===== config.mk =====
export PLATFORM = sky130hd
export DESIGN_NAME = i2c_master_bit_sequencer_core
export DESIGN_NICKNAME = d
export VERILOG_FILES = /design/src/i2cms_pkg.sv /design/src/i2c_master_bit_sequencer_core.sv
export SDC_FILE = /design/constraint.sdc
export NUM_CORES = 1
export LEC_CHECK = 0
export BUFFER_PORTS_ARGS = -buffer_cell sky130_fd_sc_hd__buf_2
export CORE_UTILIZATION = 40
export DETAILED_ROUTE_END_ITERATION = 6
export SYNTH_ARGS = -nofsm -noshare
export SYNTH_HDL_FRONTEND = slang
export SYNTH_SLANG_ARGS = --single-unit

===== constraint.sdc =====
create_clock -name aclk -period 6.8 [get_ports aclk]
set_input_delay 0.34 -clock aclk [delete_from_list [all_inputs] [get_ports aclk]]
set_output_delay 0.34 -clock aclk [all_outputs]
set_load 0.01 [all_outputs]

===== src/i2cms_pkg.sv =====
// ----------------------------------------------------------------------------
// i2cms_pkg
// Types, codes and phase step functions for the I2C master bit sequencer.
// ----------------------------------------------------------------------------
package i2cms_pkg;

    typedef enum logic [2:0] {
        CMD_IDLE  = 3'd0,
        CMD_START = 3'd1,
        CMD_STOP  = 3'd2,
        CMD_WRITE = 3'd3,
        CMD_READ  = 3'd4
    } cmd_t;

    typedef enum logic [3:0] {
        PH_DATA        = 4'd0,
        PH_BIT_HIGH    = 4'd1,
        PH_BIT_LOW     = 4'd2,
        PH_ACK_HIGH    = 4'd3,
        PH_STOP_SETUP  = 4'd4,
        PH_STOP_HOLD   = 4'd5,
        PH_RECOVER     = 4'd6,
        PH_START_SETUP = 4'd7,
        PH_START_HOLD  = 4'd8,
        PH_RD_HIGH     = 4'd9,
        PH_RD_LOW      = 4'd10
    } phase_t;

    localparam int unsigned CFG_HOLD   = 0;
    localparam int unsigned CFG_SETTLE = 1;
    localparam int unsigned CFG_RETRY  = 2;

    typedef struct packed {
        cmd_t        cmd;
        phase_t      phase;
        logic [5:0]  tick_cnt;
        logic [3:0]  bit_cnt;
        logic [7:0]  shift;
        logic [2:0]  attempt;
        logic        scl_level;
        logic        sda_level;
        logic        last_nack;
        logic [7:0]  rx_last;
    } seq_state_t;

    typedef struct packed {
        seq_state_t st;
        logic       done;
    } step_res_t;

    function automatic seq_state_t enter_phase(seq_state_t s, phase_t p,
                                               logic [5:0] hold, logic [5:0] settle);
        seq_state_t r;
        logic [5:0] w;
        logic [2:0] idx;
        r = s;
        w = hold;
        idx = 3'd7 - s.bit_cnt[2:0];
        r.phase = p;
        unique case (p)
            PH_DATA: begin
                if (s.cmd == CMD_READ) begin
                    r.sda_level = s.attempt[0];
                end else begin
                    r.sda_level = s.shift[idx];
                end
                w = settle;
            end
            PH_BIT_HIGH:    r.scl_level = 1'b1;
            PH_BIT_LOW: begin
                r.scl_level = 1'b0;
                w = settle;
            end
            PH_ACK_HIGH:    r.scl_level = 1'b1;
            PH_STOP_SETUP: begin
                r.sda_level = 1'b0;
                r.scl_level = 1'b1;
            end
            PH_STOP_HOLD:   r.sda_level = 1'b1;
            PH_RECOVER:     r.sda_level = s.sda_level;
            PH_START_SETUP: begin
                r.sda_level = 1'b1;
                r.scl_level = 1'b1;
            end
            PH_START_HOLD:  r.sda_level = 1'b0;
            PH_RD_HIGH:     r.scl_level = 1'b1;
            PH_RD_LOW: begin
                r.scl_level = 1'b0;
                w = settle;
            end
            default:        r.phase = p;
        endcase
        r.tick_cnt = w;
        return r;
    endfunction

    function automatic seq_state_t finish_cmd(seq_state_t s);
        seq_state_t r;
        r = s;
        r.cmd = CMD_IDLE;
        r.phase = PH_DATA;
        r.tick_cnt = '0;
        return r;
    endfunction

    // Applies a new command, or counts a tick down, ahead of any phase ends.
    function automatic seq_state_t begin_item(seq_state_t s, logic [2:0] func,
                                              logic [7:0] wr_byte, logic ack_to_send,
                                              logic [5:0] hold, logic [5:0] settle);
        seq_state_t r;
        r = s;
        if (func == CMD_START || func == CMD_STOP || func == CMD_WRITE ||
            func == CMD_READ) begin
            if (s.cmd == CMD_IDLE) begin
                r.cmd = cmd_t'(func);
                r.bit_cnt = '0;
                r.attempt = '0;
                if (func == CMD_START) begin
                    r = enter_phase(r, PH_START_SETUP, hold, settle);
                end else if (func == CMD_STOP) begin
                    r = enter_phase(r, PH_STOP_SETUP, hold, settle);
                end else if (func == CMD_WRITE) begin
                    r.shift = wr_byte;
                    r = enter_phase(r, PH_DATA, hold, settle);
                end else begin
                    r.shift = '0;
                    r.attempt = {2'b00, ack_to_send};
                    r = enter_phase(r, PH_RD_HIGH, hold, settle);
                end
            end
        end else if (s.cmd != CMD_IDLE && s.tick_cnt != '0) begin
            r.tick_cnt = s.tick_cnt - 6'd1;
        end
        return r;
    endfunction

    function automatic step_res_t end_phase(seq_state_t s, logic sda,
                                            logic [5:0] hold, logic [5:0] settle,
                                            logic [2:0] retry);
        step_res_t  r;
        seq_state_t t;
        logic [2:0] lim;
        logic [3:0] nb;
        logic [2:0] na;
        lim = (retry == 3'd0) ? 3'd1 : retry;
        nb = s.bit_cnt + 4'd1;
        na = s.attempt + 3'd1;
        t = s;
        r.done = 1'b0;
        unique case (s.phase)
            PH_DATA:     t = enter_phase(s, PH_BIT_HIGH, hold, settle);
            PH_BIT_HIGH: t = enter_phase(s, PH_BIT_LOW, hold, settle);
            PH_BIT_LOW: begin
                if (s.cmd == CMD_READ) begin
                    t = finish_cmd(s);
                    r.done = 1'b1;
                end else begin
                    t.bit_cnt = nb;
                    t = enter_phase(t, nb[3] ? PH_ACK_HIGH : PH_DATA, hold, settle);
                end
            end
            PH_ACK_HIGH: begin
                t.scl_level = 1'b0;
                if (!sda) begin
                    t.last_nack = 1'b0;
                    t = finish_cmd(t);
                    r.done = 1'b1;
                end else begin
                    t = enter_phase(t, PH_STOP_SETUP, hold, settle);
                end
            end
            PH_STOP_SETUP: t = enter_phase(s, PH_STOP_HOLD, hold, settle);
            PH_STOP_HOLD: begin
                if (s.cmd == CMD_STOP) begin
                    t = finish_cmd(s);
                    r.done = 1'b1;
                end else begin
                    t = enter_phase(s, PH_RECOVER, hold, settle);
                end
            end
            PH_RECOVER:     t = enter_phase(s, PH_START_SETUP, hold, settle);
            PH_START_SETUP: t = enter_phase(s, PH_START_HOLD, hold, settle);
            PH_START_HOLD: begin
                t.scl_level = 1'b0;
                if (s.cmd == CMD_START) begin
                    t = finish_cmd(t);
                    r.done = 1'b1;
                end else begin
                    t.attempt = na;
                    if (na >= lim) begin
                        t.last_nack = 1'b1;
                        t = finish_cmd(t);
                        r.done = 1'b1;
                    end else begin
                        t.bit_cnt = '0;
                        t = enter_phase(t, PH_DATA, hold, settle);
                    end
                end
            end
            PH_RD_HIGH: begin
                t.shift = {s.shift[6:0], sda};
                t.scl_level = 1'b0;
                t = enter_phase(t, PH_RD_LOW, hold, settle);
            end
            PH_RD_LOW: begin
                t.bit_cnt = nb;
                if (nb[3]) begin
                    t.rx_last = s.shift;
                    t.bit_cnt = '0;
                    t = enter_phase(t, PH_DATA, hold, settle);
                end else begin
                    t = enter_phase(t, PH_RD_HIGH, hold, settle);
                end
            end
            default: begin
                t = finish_cmd(s);
                r.done = 1'b1;
            end
        endcase
        r.st = t;
        return r;
    endfunction

endpackage


===== src/i2c_master_bit_sequencer_core.sv =====
// ----------------------------------------------------------------------------
// i2c_master_bit_sequencer_core
// Open-drain I2C master: one beat per microsecond tick or command.
//
// Input beats: s_tuser carries the command (tick, start, stop, write, read),
// s_tdata the byte to send, the ACK bit to return and the sampled SDA level.
// Every input beat gives exactly one output beat with the SCL/SDA drive,
// busy/done flags, last received byte, write NACK status and a reject flag.
// A command sent while busy is dropped and flagged as rejected.
// A beat that ends at most one phase has its result registered in the output
// register (or the skid stage), and such beats can be taken every cycle while
// the skid stage is empty. A beat that ends more than one phase (zero-length
// waits chain them) ends one phase per cycle in the phase step unit, so
// s_tready stays low until its last phase has ended and its result is registered.
// The cfg channel writes hold_ticks (0), settle_ticks (1) and retry_limit
// (2) and is always ready; the user must use it only while idle, which the
// block does not enforce. Reset puts both lines released, the sequencer idle
// and the timing registers at 5, 1 and 3. When m_tready is low, one result is
// held in the output register and one more in a skid stage; s_tready then drops.
// ----------------------------------------------------------------------------
module i2c_master_bit_sequencer_core (
    input  logic        aclk,
    input  logic        aresetn,
    input  logic        s_tvalid,
    output logic        s_tready,
    input  logic [15:0] s_tdata,   // wr_byte[7:0], ack_to_send, sda_in, zeros
    input  logic [2:0]  s_tuser,   // func
    output logic        m_tvalid,
    input  logic        m_tready,
    output logic [15:0] m_tdata,   // scl_release, sda_pull_low, busy_res,
                                   // done_res, rx_byte[7:0], nack, rejected, zeros
    input  logic        cfg_valid,
    output logic        cfg_ready,
    input  logic [1:0]  cfg_index,
    input  logic [5:0]  cfg_data
);

    i2cms_pkg::seq_state_t st_reg, st_next, base, st_c;
    i2cms_pkg::step_res_t  step;
    logic        iter_reg, iter_next;
    logic        sda_hold_reg, sda_hold_next;
    logic        done_acc_reg, done_acc_next;
    logic [5:0]  hold_reg, settle_reg;
    logic [2:0]  retry_reg;
    logic        accept, go, more, sda_use, done_c, rej;
    logic        res_valid, input_mode;
    logic [15:0] res_data;
    logic        out_valid_reg, skid_valid_reg;
    logic [15:0] out_data_reg, skid_data_reg;
    logic        take;

    assign cfg_ready = 1'b1;
    assign accept    = s_tvalid && s_tready;
    assign s_tready  = !iter_reg && !skid_valid_reg;

    always_ff @(posedge aclk) begin
        if (!aresetn) begin
            hold_reg   <= 6'd5;
            settle_reg <= 6'd1;
            retry_reg  <= 3'd3;
        end else if (cfg_valid && cfg_ready) begin
            if (cfg_index == 2'(i2cms_pkg::CFG_HOLD)) begin
                hold_reg <= cfg_data;
            end else if (cfg_index == 2'(i2cms_pkg::CFG_SETTLE)) begin
                settle_reg <= cfg_data;
            end else if (cfg_index == 2'(i2cms_pkg::CFG_RETRY)) begin
                retry_reg <= cfg_data[2:0];
            end
        end
    end

    always_comb begin
        base    = st_reg;
        sda_use = sda_hold_reg;
        done_c  = done_acc_reg;
        rej     = 1'b0;
        go      = 1'b0;
        if (iter_reg) begin
            go = 1'b1;
        end else if (accept) begin
            go      = 1'b1;
            sda_use = s_tdata[9];
            done_c  = 1'b0;
            rej     = (st_reg.cmd != i2cms_pkg::CMD_IDLE) &&
                      (s_tuser == i2cms_pkg::CMD_START || s_tuser == i2cms_pkg::CMD_STOP ||
                       s_tuser == i2cms_pkg::CMD_WRITE || s_tuser == i2cms_pkg::CMD_READ);
            base    = i2cms_pkg::begin_item(st_reg, s_tuser, s_tdata[7:0], s_tdata[8],
                                            hold_reg, settle_reg);
        end
        step = i2cms_pkg::end_phase(base, sda_use, hold_reg, settle_reg, retry_reg);
        st_c = base;
        if (base.cmd != i2cms_pkg::CMD_IDLE && base.tick_cnt == '0) begin
            st_c   = step.st;
            done_c = done_c | step.done;
        end
        more          = (st_c.cmd != i2cms_pkg::CMD_IDLE) && (st_c.tick_cnt == '0);
        st_next       = go ? st_c : st_reg;
        iter_next     = go && more;
        res_valid     = go && !more;
        done_acc_next = done_c;
        sda_hold_next = sda_use;
        input_mode = (st_c.cmd == i2cms_pkg::CMD_WRITE && st_c.phase == i2cms_pkg::PH_ACK_HIGH) ||
                     (st_c.cmd == i2cms_pkg::CMD_READ &&
                      (st_c.phase == i2cms_pkg::PH_RD_HIGH || st_c.phase == i2cms_pkg::PH_RD_LOW));
        res_data = {2'b00, rej, st_c.last_nack, st_c.rx_last, done_c,
                    st_c.cmd != i2cms_pkg::CMD_IDLE,
                    !input_mode && !st_c.sda_level, st_c.scl_level};
    end

    always_ff @(posedge aclk) begin
        if (!aresetn) begin
            st_reg    <= '{cmd: i2cms_pkg::CMD_IDLE, phase: i2cms_pkg::PH_DATA,
                           tick_cnt: '0, bit_cnt: '0, shift: '0, attempt: '0,
                           scl_level: 1'b1, sda_level: 1'b1, last_nack: 1'b0,
                           rx_last: '0};
            iter_reg  <= 1'b0;
        end else begin
            st_reg    <= st_next;
            iter_reg  <= iter_next;
        end
        sda_hold_reg <= sda_hold_next;
        done_acc_reg <= done_acc_next;
    end

    // output register with skid stage
    assign take     = out_valid_reg && m_tready;
    assign m_tvalid = out_valid_reg;
    assign m_tdata  = out_data_reg;

    always_ff @(posedge aclk) begin
        if (!aresetn) begin
            out_valid_reg  <= 1'b0;
            skid_valid_reg <= 1'b0;
        end else if (!out_valid_reg || take) begin
            if (skid_valid_reg) begin
                out_valid_reg  <= 1'b1;
                out_data_reg   <= skid_data_reg;
                skid_valid_reg <= res_valid;
                skid_data_reg  <= res_data;
            end else begin
                out_valid_reg <= res_valid;
                out_data_reg  <= res_data;
            end
        end else if (res_valid) begin
            skid_valid_reg <= 1'b1;
            skid_data_reg  <= res_data;
        end
    end

endmodule


# Word-level counts from Yosys, hierarchy flattened
# Cells that the tools add are included.
op_classes:
  n_eq_ne: 34
  bitwise: 3
  reduce_logical: 47
  order_cmp: 2
  muxes: 51
  add_sub_neg: 4
op_table:
  columns: ["cell", "count"]
  rows:
  - ["$pmux W39 S11", 1]
  - ["$mux W39", 9]
  - ["$mux W36", 4]
  - ["$mux W16", 3]
  - ["$mux W26", 1]
  - ["$mux W1", 22]
  - ["$eq A4 B4 Y1 const B", 5]
  - ["$mux W6", 3]
  - ["$eq A4 B3 Y1 const B", 4]
  - ["$mux W14", 1]
  - ["$eq A2 B4 Y1 const B", 3]
  - ["$eq A3 B2 Y1 const B", 4]
  - ["$eq A4 B2 Y1 const B", 3]
  - ["$logic_and A1 B1 Y1", 12]
  - ["$logic_not A6 Y1", 2]
  - ["$eq A2 B3 Y1 const B", 3]
  - ["$eq A3 B3 Y1 const B", 3]
  - ["$reduce_bool A3 Y1", 3]
  - ["$logic_not A4 Y1", 2]
  - ["$mux W7", 1]
  - ["$reduce_or A7 Y1", 1]
  - ["$eq A2 B2 Y1 const B", 3]
  - ["$eq A3 B1 Y1 const B", 2]
  - ["$logic_not A1 Y1", 6]
  - ["28 further kinds", 40]
word_totals:
  regBits: 91
  in_bits: 32
  out_inout_bits: 19
  word_cells: 162

# Depth between registers and ports, before layout
logic_depth:
  ltp_word: 25
  ltp_mapped: 19
  ltp_nobuf: 17

# Least setup slack after synthesis
# OpenSTA, ideal clock, no wires.
synth_timing:
  path_kind: "flip-flop to flip-flop"
  startpoint: "register st_reg[38] (netlist name)"
  endpoint: "register skid_data_reg[0] (enable)"
  t_arrival_ns: 3.941
  period_less_slack_ns: 4.273
  path_buffers: 2
  path_slack_ns: 2.527
  setup_time_ns: 0.332
  required_time_ns: 6.468
  stages_incl_launch_ff: 19
  path_cell_list: "dfxtp_1 buf_2 or3_1 buf_2 nor2_1 nand2_1 o22ai_1 a21oi_1 o21a_1 ha_1 ha_1 a21o_1 a21oi_1 a221oi_1 nor3_4 a221oi_1 and4_1 a31oi_1 a31o_2"
synth_between:
  elab_chain_len: 19
  elab_cells_between_ends: 51
  classes_between: "add/sub (2); order compare (1); eq/ne (15); mux (17); reduce/logical (16)"
synth_lines:
  columns: ["item", "line", "text"]
  rows:
  - ["from (decl)", "i2c_master_bit_sequencer_core.sv:38", "i2cms_pkg::seq_state_t st_reg, st_next, base, st_c;"]
  - ["from (signal assigned)", "i2c_master_bit_sequencer_core.sv:112", "st_reg <= '{cmd: i2cms_pkg::CMD_IDLE, phase: i2cms_pkg::PH_DATA,"]
  - ["from (signal assigned)", "i2c_master_bit_sequencer_core.sv:118", "st_reg <= st_next;"]
  - ["$logic_not A3 Y1", "i2cms_pkg.sv:114", "if (s.cmd == CMD_IDLE) begin"]
  - ["$mux W39", "i2cms_pkg.sv:114", null]
  - ["$mux W26", "i2cms_pkg.sv:112", "if (func == CMD_START || func == CMD_STOP || func == CMD_WRITE ||"]
  - ["$mux W39", "i2c_master_bit_sequencer_core.sv:80", "end else if (accept) begin"]
  - ["$mux W39 *", "i2c_master_bit_sequencer_core.sv:78", "if (iter_reg) begin"]
  - ["$add A4 B1 Y4", "i2cms_pkg.sv:146", "nb = s.bit_cnt + 4'd1;"]
  - ["$mux W2", "i2cms_pkg.sv:159", "t = enter_phase(t, nb[3] ? PH_ACK_HIGH : PH_DATA, hold, settle);"]
  - ["$eq A2 B4 Y1 (tied with other cells)", "i2cms_pkg.sv:60", "unique case (p)"]
  - ["[3 not listed]", null, null]
  - ["$pmux W39 S11", "i2cms_pkg.sv:150", "unique case (s.phase)"]
  - ["$mux W39 *", "i2c_master_bit_sequencer_core.sv:92", "if (base.cmd != i2cms_pkg::CMD_IDLE && base.tick_cnt == '0) begin"]
  - ["$logic_not A6 Y1", "i2c_master_bit_sequencer_core.sv:96", "more = (st_c.cmd != i2cms_pkg::CMD_IDLE) && (st_c.tick_cnt == '0);"]
  - ["$logic_and A1 B1 Y1 *", "i2c_master_bit_sequencer_core.sv:96", null]
  - ["$logic_not A1 Y1 *", "i2c_master_bit_sequencer_core.sv:99", "res_valid = go && !more;"]
  - ["$logic_and A1 B1 Y1 *", "i2c_master_bit_sequencer_core.sv:99", null]
  - ["$reduce_bool A2 Y1 (no source line) *", null, null]
  - ["$reduce_and A3 Y1 (no source line) *", null, null]
  - ["to (signal assigned)", "i2c_master_bit_sequencer_core.sv:139", "skid_data_reg <= res_data;"]
  - ["to (signal assigned)", "i2c_master_bit_sequencer_core.sv:146", "skid_data_reg <= res_data;"]
  - ["to (decl)", "i2c_master_bit_sequencer_core.sv:49", "logic [15:0] out_data_reg, skid_data_reg;"]
# Mark *: on every way between the ends. The rest lies on a longest branch, timed or not.
# A chain may end at the register's enable or synchronous reset.

# Worst setup path in the final report
layout_timing:
  startpoint: "register skid_valid_reg"
  endpoint: "register skid_data_reg[8] (enable)"
layout_between:
  elab_chain_len: 19
  elab_cells_between_ends: 51
  classes_between: "add/sub (2); order compare (1); eq/ne (16); mux (16); reduce/logical (16)"
layout_lines:
  columns: ["item", "line", "text"]
  rows:
  - ["from (decl)", "i2c_master_bit_sequencer_core.sv:48", "logic out_valid_reg, skid_valid_reg;"]
  - ["from (signal assigned)", "i2c_master_bit_sequencer_core.sv:138", "skid_valid_reg <= res_valid;"]
  - ["$logic_not A1 Y1", "i2c_master_bit_sequencer_core.sv:54", "assign s_tready = !iter_reg && !skid_valid_reg;"]
  - ["$logic_and A1 B1 Y1", "i2c_master_bit_sequencer_core.sv:54", null]
  - ["$logic_and A1 B1 Y1", "i2c_master_bit_sequencer_core.sv:53", "assign accept = s_tvalid && s_tready;"]
  - ["$mux W39", "i2c_master_bit_sequencer_core.sv:80", null]
  - ["$mux W39", "i2c_master_bit_sequencer_core.sv:78", null]
  - ["$add A4 B1 Y4", "i2cms_pkg.sv:146", null]
  - ["$mux W2", "i2cms_pkg.sv:159", null]
  - ["$eq A2 B4 Y1 (tied with other cells)", "i2cms_pkg.sv:60", null]
  - ["[3 not listed]", null, null]
  - ["$pmux W39 S11", "i2cms_pkg.sv:150", null]
  - ["$mux W39", "i2c_master_bit_sequencer_core.sv:92", null]
  - ["$logic_not A6 Y1", "i2c_master_bit_sequencer_core.sv:96", null]
  - ["$logic_and A1 B1 Y1", "i2c_master_bit_sequencer_core.sv:96", null]
  - ["$logic_not A1 Y1", "i2c_master_bit_sequencer_core.sv:99", null]
  - ["$logic_and A1 B1 Y1", "i2c_master_bit_sequencer_core.sv:99", null]
  - ["$reduce_bool A2 Y1 (no source line)", null, null]
  - ["$reduce_and A3 Y1 (no source line) *", null, null]
# Marked as above.

==> impl_metrics.py <==
metrics = {
    "run_status": {
        "outcome": "finished, final reports clean",
    },
    "yosys": {
        "syn_area_sq_mm": 0.005575,
        "synth_warnings": 0,
        "synth_area_per_cell_sq_um": 8.711,
        "netlist.top_cell.by_area": "dfxtp_1",
        "synth_cells": 640,
        "synth_flop_cell": "dfxtp_1",
        "ys_types": 78,
        "synth_top_area_frac": 0.2118,
        "async_flop_share": 0,
        "synth_area_leaders": "dfxtp_1, edfxtp_1, nand2_1",
        "ys_seq_elements": 87,
        "synth_edf_count": 28,
        "ys_seq_area_frac": 0.3627,
    },
    "cells_and_area": {
        "largest_reg_flops": 39,
        "nNetsFinal": 698,
        "n_antenna_cell": 0,
        "layout_common_cells": "nand2_1, nor2_1, dfxtp_1",
        "area_growth_pct": 9.695,
        "drive_gt1_frac": 0.1702,
        "fillers": 1319,
        "fin_cells": 840,
        "layout_commonest_cell": "nand2_1",
    },
    "placed_design": {
        "finalWeightedCongestion": 0.9227,
        "dp_hpwl_microns": 11550,
        "portBuffers": 41,
        "placed_cells": 824,
    },
    "critical_path": {
        "worst_setup_path_end_kind": "register",
        "reg2regPathDepth": 13,
        "worstPathArrival_ps": 5460,
        "r2r-end": "skid_data_reg[8]",
        "reg2reg_slack_ps": 1350,
        "crit-reg2reg-launch": "skid_valid_reg",
        "startpoint_type": "register",
        "path_max_fanout": 22,
        "worstPathRequired_ps": 6820,
        "crit_type": "register to register",
    },
    "floorplan": {
        "die_w_microns": 120.1,
        "core_area_sq_mm": 0.01340,
        "initial_core_util": 0.4161,
        "rows": 42,
        "die_y_microns": 120.1,
        "die_area_sq_mm": 0.01441,
        "io-pin-count": 51,
    },
    "timing": {
        "post-route-period-util": 0.8009,
        "rsz0062_at_grt": "no",
        "setup_viol": 0,
        "min_period_ps": 5446,
        "relSlewSlack": 0.1949,
        "max_freq_mhz": 183.6,
        "drv_slew": 0,
        "holdWs_ps": 239.0,
        "hold_viol": 0,
        "finalSetupTns_ps": 0,
        "worst_pin_slew_ps": 1205,
        "fin_skew_ps": 9.246,
    },
    "global_route": {
        "track_usage": 0.2316,
        "grt_pass1_vias": 4670,
        "grt_max_degree": 61,
        "grt_pass1_wl_microns": 25590,
        "antenna_found_initial": 0,
        "grt_overflow": 0,
    },
    "route": {
        "drc": 0,
        "vias": 5127,
        "avgRoutedWirePerCell_microns": 19.05,
        "drt_iter0_markers": 337,
        "ant_nets": 0,
        "drt_first_pass_iters": 6,
        "drt-total-wl_microns": 16000,
        "viasPerCell": 6.104,
    },
    "power": {
        "power.density_mw_per_mm2": 247.6,
        "leakagePower_nw": 2.436,
        "ir_worst_vdd_uv": 141.8,
    },
    "clock_network": {
        "clk_latency_ps": 360,
        "clock_tree.buffer_depth": 2,
        "ctsHtreeMaxLevel": 3,
        "numCtsBuffers": 9,
        "holdBufCountCts": 0,
        "cts-resized-gates": 0,
        "cts_setup_buffers": 0,
        "clk_pin_slew_ps": 70,
        "root_buffer": "clkbuf_16",
        "clock_sinks": 87,
        "cts_tree": "yes",
    },
    "run": {
        "drv_cap": 0,
    },
    "min_path": {
        "hold_path_depth": 3,
        "hp-class": "primary input to register",
        "hold_start": "cfg_data[0]",
        "min_to": "settle_reg[0]",
    },
}
## metal layers
layer	up-vias	track usage	wire length [microns]
met3	21	0.03184	863
li1	2409	-	-
met5	-	0	0
met1	2509	0.3152	7337
met4	0	0.1047	396
met2	188	0.3628	7404
## cell usage after synthesis, drive strengths merged, types with 14 or more instances
cell type / count
a21oi: 39
a31oi: 15
buf: 22
clkbuf: 22
dfxtp: 59
edfxtp: 28
mux2: 23
mux2i: 19
nand2: 76
nor2: 68
nor2b: 14
o211a: 14
o21ai: 40
## worst max path at each step
| stage | start | endpoint | depth (start not counted) |
|---|---|---|---|
| 6_report | skid_valid_reg | skid_data_reg[8] | 13 |
| 4_1_cts | skid_valid_reg | skid_data_reg[9] | 13 |
| 5_1_grt | skid_valid_reg | skid_data_reg[7] | 17 |
| 3_5_place_dp | skid_valid_reg | skid_data_reg[10] | 17 |
| 2_1_floorplan | st_reg[38] | skid_data_reg[0] | 18 |
| 3_3_place_gp | skid_valid_reg | skid_data_reg[8] | 13 |
## final cells by class
type	instances	area [sq um]	share of cell area
clock buffers	9	225.2	0.03682
clock inverters	7	78.83	0.01289
flip-flops and latches	87	2022	0.3306
well taps	176	220.2	0.03601
inverters	12	45.04	0.007365
repair buffers	51	280.3	0.04583
multi-input cells	498	3244	0.5305
## power by group
group          internal, W  total, W  switching [W]  leakage [nW]
Clock             0.000290  0.000520       0.000230         0.147
Combinational     0.000142  0.000393       0.000251          1.54
Sequential        0.000576  0.000601      0.0000255         0.750
Total              0.00101   0.00151       0.000506          2.44
## metrics by stage
stage	total power, W	worst slack (ps)	util	cell area, sq um
after detailed placement	0.0009972	1466	0.4337	5812
final	0.001514	1354	0.4564	6116
after global placement	0.0009940	1560	0.4337	5812
after global routing	0.001585	996.4	0.4564	6116
after CTS	0.001519	1448	0.4564	6116
after floorplan	0.0008942	2527	-	5579
## kinds of logic after synthesis
kind of cell,Yosys count,synth area share
AOI/OAI and AO/OA,193,0.2386
xor gates and xnor gates,7,0.01100
adders and majority gates,7,0.01571
buffers and inverters,56,0.05610
DFF,87,0.3627
muxes,44,0.08864
other,2,0.001347
and+or+nand+nor,244,0.2260
## critical path: stages (launching register included)
cell      delay [ps]
dfxtp_1          590
nor4b_2          990
nand2_1          270
o21a_1           290
ha_1             330
ha_1             280
a21o_1           160
a21oi_1          470
a221oi_1         240
nor3_4           330
a221oi_1         160
and4_1           290
a31oi_1          260
a31o_2           440
(Power assumes the default switching activity.)
